## src/sample_history_ring_sequenced_read_macros.svh

```systemverilog
// Assertion macros used by the back end of the history ring.
`ifndef SAMPLE_HISTORY_RING_SEQUENCED_READ_MACROS_SVH
`define SAMPLE_HISTORY_RING_SEQUENCED_READ_MACROS_SVH
`ifndef SYNTH
// Same-cycle implication, checked outside reset.
`define SHRSR_ASSERT_IMPL(lbl, clk, rst, ante, cons, msg) \
  lbl: assert property (@(posedge clk) disable iff (rst) (ante) |-> (cons)) else $error(msg);
// Next-cycle implication, checked outside reset.
`define SHRSR_ASSERT_NEXT(lbl, clk, rst, ante, cons, msg) \
  lbl: assert property (@(posedge clk) disable iff (rst) (ante) |=> (cons)) else $error(msg);
`else
`define SHRSR_ASSERT_IMPL(lbl, clk, rst, ante, cons, msg)
`define SHRSR_ASSERT_NEXT(lbl, clk, rst, ante, cons, msg)
`endif
`endif

```

## src/shrsr_pkg.sv

```systemverilog
package shrsr_pkg;

  localparam int DEPTH_DEFAULT = 64;
  localparam int WORD_W        = 32;
  localparam int COUNT_W       = 7;
  localparam int QUEUE_DEPTH   = 2;
  localparam int QPTR_W        = 1;

  typedef enum logic {
    OP_PUSH = 1'b0,
    OP_READ = 1'b1
  } op_t;

  typedef struct packed {
    logic                kind;
    logic [WORD_W-1:0]   stamp_ms;
    logic [WORD_W-1:0]   volt_bits;
    logic [WORD_W-1:0]   amp_bits;
    logic [WORD_W-1:0]   since_seq;
    logic [COUNT_W-1:0]  max_count;
  } request_t;

  typedef struct packed {
    logic                has_record;
    logic [WORD_W-1:0]   stamp_out;
    logic [WORD_W-1:0]   volt_out;
    logic [WORD_W-1:0]   amp_out;
    logic [WORD_W-1:0]   next_seq;
    logic [COUNT_W-1:0]  returned_count;
    logic                last;
  } result_t;

  typedef struct packed {
    logic [WORD_W-1:0] stamp;
    logic [WORD_W-1:0] volt;
    logic [WORD_W-1:0] amp;
  } record_t;

  typedef struct packed {
    op_t                op;
    record_t            rec;
    logic [WORD_W-1:0]  since;
    logic [COUNT_W-1:0] maxc;
  } cmd_t;

endpackage

```

## src/shrsr_front.sv

```systemverilog
module shrsr_front (
  input  logic               clk,
  input  logic               rst,
  input  logic               start,
  output logic               busy,
  input  shrsr_pkg::request_t request,
  output shrsr_pkg::cmd_t    cmd,
  output logic               cmd_valid,
  input  logic               pop
);

  shrsr_pkg::cmd_t            entries [shrsr_pkg::QUEUE_DEPTH];
  logic [shrsr_pkg::QPTR_W-1:0] wr_ptr;
  logic [shrsr_pkg::QPTR_W-1:0] rd_ptr;
  logic [shrsr_pkg::QPTR_W:0]   fill;
  logic                         accept;
  shrsr_pkg::cmd_t            cmd_in;

  // Tag each request as a push or a read before it is queued.
  always_comb begin
    cmd_in.op    = request.kind ? shrsr_pkg::OP_READ : shrsr_pkg::OP_PUSH;
    cmd_in.rec   = '{stamp: request.stamp_ms, volt: request.volt_bits,
                     amp: request.amp_bits};
    cmd_in.since = request.since_seq;
    cmd_in.maxc  = request.max_count;
  end

  assign busy      = (fill == (shrsr_pkg::QPTR_W+1)'(shrsr_pkg::QUEUE_DEPTH));
  assign accept    = start && !busy;
  assign cmd_valid = (fill != '0);
  assign cmd       = entries[rd_ptr];

  always_ff @(posedge clk) begin
    if (accept) begin
      entries[wr_ptr] <= cmd_in;
    end
  end

  always_ff @(posedge clk) begin
    if (rst) begin
      wr_ptr <= '0;
      rd_ptr <= '0;
      fill   <= '0;
    end else begin
      if (accept) begin
        wr_ptr <= (wr_ptr == shrsr_pkg::QPTR_W'(shrsr_pkg::QUEUE_DEPTH - 1)) ? '0 : wr_ptr + 1'b1;
      end
      if (pop) begin
        rd_ptr <= (rd_ptr == shrsr_pkg::QPTR_W'(shrsr_pkg::QUEUE_DEPTH - 1)) ? '0 : rd_ptr + 1'b1;
      end
      fill <= fill + (shrsr_pkg::QPTR_W+1)'(accept) - (shrsr_pkg::QPTR_W+1)'(pop);
    end
  end

endmodule

```

## config.mk

```make
export PLATFORM = sky130hd
export DESIGN_NAME = shrsr_front
export DESIGN_NICKNAME = d
export VERILOG_FILES = /design/src/sample_history_ring_sequenced_read_macros.svh /design/src/shrsr_pkg.sv /design/src/shrsr_front.sv
export SDC_FILE = /design/constraint.sdc
export NUM_CORES = 1
export LEC_CHECK = 0
export BUFFER_PORTS_ARGS = -buffer_cell sky130_fd_sc_hd__buf_2
export CORE_MARGIN = 2
export CORE_UTILIZATION = 35
export DETAILED_ROUTE_END_ITERATION = 8
export HOLD_SLACK_MARGIN = 0.15
export SYNTH_ARGS = -nofsm -noshare
export SYNTH_HDL_FRONTEND = slang
export SYNTH_SLANG_ARGS = --single-unit
export TNS_END_PERCENT = 30
```

## constraint.sdc

```tcl
create_clock -name clk -period 10.4 [get_ports clk]
set_input_delay 1.56 -clock clk [delete_from_list [all_inputs] [get_ports clk]]
set_output_delay 1.56 -clock clk [all_outputs]
set_load 0.05 [all_outputs]
```

## Word-level counts from Yosys, hierarchy flattened

Memories as Yosys holds them, arrays and structs flattened. A register that Yosys moved wholly into a read port is not among the register bits.
Cells that the tools add are included.

| storage, ports and cells | value |
|---|---|
| memory bits (writable) | 272 |
| memories kept | 1 |
| word-level logic and storage cells | 19 |
| output and inout bits | 138 |
| bits in registers | 4 |

Memories:

| memory | depth | bits a word | rd ports | clocked after memory_dff | wr ports | line | source |
|---|---|---|---|---|---|---|---|
| entries | 2 | 136 | 1 | 1 | 1 | shrsr_front.sv:12 | `shrsr_pkg::cmd_t entries [shrsr_pkg::QUEUE_DEPTH];` |

| cells by class | value |
|---|---|
| muxes and demuxes | 7 |
| reductions and logical operators | 3 |
| eq/ne operators | 1 |
| add/subtract/negate cells | 4 |

Operators with widths:

| cell | count |
|---|---|
| $mux 1 | 7 |
| $add 1x1->1 const B | 2 |
| $add 2x1->2 | 1 |
| $eq 2x2->1 const B | 1 |
| $reduce_bool 2->1 | 1 |
| $sub 2x1->2 | 1 |
| $logic_and 1x1->1 | 1 |
| $logic_not 1->1 | 1 |

## Depth between registers and ports, before layout

| depth | value |
|---|---|
| depth in word-level cells | 5 |
| depth in mapped cells | 8 |
| mapped depth without buffers | 8 |

## Least setup slack after synthesis

No wires, ideal clock.

| timing | value |
|---|---|
| path type | input-to-reg |
| start point | input port start |
| end point | memory entries[1][0] (netlist bit) (enable) |
| setup time | 0.512 ns |
| buffers on the path | 0 |
| data arrival time | 4.737 ns |
| path slack | 5.151 ns |
| stages on the path | 1 |
| required time | 9.888 ns |
| cell sequence | and3_1 |

| on the way | value |
|---|---|
| cells in the longest elaborated chain, start to end | 3 |

RTL lines:

| what | line | source |
|---|---|---|
| from (decl) | shrsr_front.sv:4 | `input logic start,` |
| $logic_and 1x1->1 | shrsr_front.sv:29 | `assign accept = start && !busy;` |
| $mux 1 | shrsr_front.sv:34 | `if (accept) begin` |
| $mux 1 (implied by the code) | shrsr_front.sv:35 | `entries[wr_ptr] <= cmd_in;` |
| to (decl) | shrsr_front.sv:12 |  |

Every way passes these cells.

==> summary.txt <==
Clock tree
  – Post_cts resized: 0
  – CTS hold repair buffers: 0
  – Worst skew pair latency: approximately 0.55 ns
  – Max Buffers Root-to-Sink: 3
  – CTS root buffer: clkbuf_16
  – Post-CTS Setup Repair Bufs: 0
  – CTS H-tree depth: 1
  – Clock sink total: 277
  – TritonCTS clock tree: built
  – CTS buffer count: 29
  – Clk slew on worst S/H paths: 0.06 ns

Die
  – Die area: 30500 um2
  – Initial Util: 35.5%
  – Boundary Pins: 278
  – # rows: a little over 60
  – Core area: 28700 um2
  – Die span in x: ~170 um
  – Die H: 175 um

Run
  – Max-cap violations: 0

STA
  – Fmax achieved: 210 MHz
  – Setup TNS: 0 ns
  – Period utilization: 45.8%
  – Slew HR: 22.8%
  – Worst Max-Slew Pin Slew: 1.16 ns
  – Final Hold Viols: 0
  – Final setup viols: 0
  – Slew Viols, Final: 0
  – Skew final: between 0.02 and 0.025 ns
  – Setup repair after global routing missed its margin: no
  – Fin crit period: 4.76 ns

Setup path
  – CP Class: register to primary output
  – Critical Path RT: 8.84 ns
  – CP arrival: approximately 3.2 ns
  – Crit Path Max Fanout: 72
  – Crit path capture type: primary output
  – Crit start category: register

Placement
  – Placer Congestion: 0.775
  – Number of port buffers: 277
  – DP HPWL: approximately 12000 um
  – Post-DP Area: 12000 um2

Logic synthesis
  – Mapped Area: 10200 um2
  – Register bit total from synthesis: 277
  – Avg Cell Area, Syn: between 20 and 25 um2
  – Synth Area in Compound Gates: 0.0983%
  – Post-synthesis mux area share: 16.5%
  – Syn Inst Count: 449
  – Commonest register cell after synthesis: edfxtp_1
  – Xor and xnor area share after synthesis: 0.172%
  – Post-synth ARST share: 0%
  – Adder-cell share of the synthesized area: 0.246%
  – Yosys top cell area share: 80.2%
  – Yosys cell types: 21
  – Cell taking the most area after synthesis: edfxtp_1
  – Post-synthesis simple-gate area fraction: 0.565%
  – Ranking of synthesized cells by area: edfxtp_1, mux2_2, mux2_4
  – YS warnings: 0
  – Seq/Total Area, Yosys: 81.2%
  – Most common cell in the synthesized netlist: edfxtp_1
  – Post-synth top cells: edfxtp_1, mux2_2, mux2_4, buf_2, buf_6
  – Main combinational cell family by area after synthesis: multiplexers
  – EDFF count, synth: around 270
  – Post-Syn Nets: 591

Power
  – PD cells: around 230 nW/um2
  – Maximum vdd drop: 0.158 mV
  – Leak: about 0.0049 uW

Detailed routing
  – Final antenna-violating net count: 0
  – DR vias/cell: 4.46
  – Initial DRC count: 264
  – DRT Pass-1 Iters: 4
  – Drt total wl: 19300 um
  – Vias: 5145
  – WL/cell: 16.8 um
  – Residual DRC: 0

GRT
  – Vias in the first global route: approximately 5.4k
  – Initial antenna violation count: 3
  – Largest net degree at the start of global routing: 77
  – Global-route wire length before repair: roughly 29000 um
  – Total global routing overflow: 0
  – Total GRT Usage: 12.1%

Layout
  – Area delta synth->final: 26.3%
  – Core Util, Final: ~45%
  – Fill cells: 2558
  – Fraction of layout cells with a size suffix above 1: about three fifths
  – Layout net count: about 890
  – Design Area, Final: 12900 um2

Min path
  – Worst min path class: register to register

Status
  – Outcome: completed
final cells by class:
class                           instances  area, um2  share of cell area [%]
Sequential cell                       277       8270                    64.3
Multi-Input combinational cell        153       1800                    14.0
Timing Repair Buffer                  280       1410                    10.9
Clock buffer                           42        805                    6.25
Tap cell                              384        480                    3.73
Clock inverter                         12       86.3                   0.671
Inverter                                4       20.0                   0.156
Antenna cell                            1       2.50                  0.0194
cells in the final DEF, fill, tap and decap left out, types with 2 or more instances in the layout:
master / count
buf_2: 277
edfxtp_1: 272
mux2_2: 96
mux2_4: 40
clkbuf_16: 29
clkbuf_1: 10
clkinv_1: 5
clkinv_2: 4
dfxtp_1: 4
inv_1: 3
inv_6: 3
nor2_1: 3
clkbuf_8: 3
buf_4: 3
ha_1: 2
worst max-delay path, stage by stage, from the launching register on:
cell,delay (ns)
dfxtp_4,1.05
buf_4,0.84
mux2_2,0.41
buf_2,0.21
sequential cells by signal, indices dropped and copies added, names as in the netlist, named ones only:
signal   cells
fill         2
entries    272
rd_ptr       1
wr_ptr       1
cell families (layout without fill, tap and decap cells):
logic type / after synthesis / in the layout
multiplexers: 136 / 136
XOR/XNOR: 2 / 2
adder cells (fa/ha/maj): 2 / 2
other: 0 / 1
AO/OA/AOI/OAI: 2 / 2
flip-flops: 277 / 277
buffers and inverters: 19 / 338
AND/OR/NAND/NOR: 11 / 11
through the flow:
step                power (uW)  worst slack, ns  hold slack (ns)  std cells
floorplan                 1870             5.15            0.452        449
global placement          2000             6.08            0.473       1098
detailed placement        2010             6.08            0.494       1098
CTS                       2980             5.49            0.517       1152
global route              3040             5.41            0.574       1152
finish                    2930             5.64            0.510       1153
routing by layer:
| metal | wire, um | global-route usage (%) | vias to the layer above |
|---|---|---|---|
| met5 | 13 | 0 | - |
| met1 | 7660 | 14.5 | 2510 |
| met4 | 767 | 4.69 | 2 |
| met2 | 9200 | 20.1 | 205 |
| met3 | 1700 | 4.31 | 49 |
| li1 | - | - | 2379 |
final timing paths:
check	cells past startpoint	slack [ns]	endpoint	start
setup / recovery	3	5.64	cmd[126]	register
hold / removal	2	0.51	wr_ptr	wr_ptr
setup reg to reg	5	7.65	entries[0][76]	fill[0]
hold reg to reg	2	0.51	wr_ptr	wr_ptr
power breakdown:
part	internal [uW]	switching, uW
sequential	1350	34.8
combinational	163	421
clock	559	396
total	2070	852
Power figures use the tool's default switching activity.
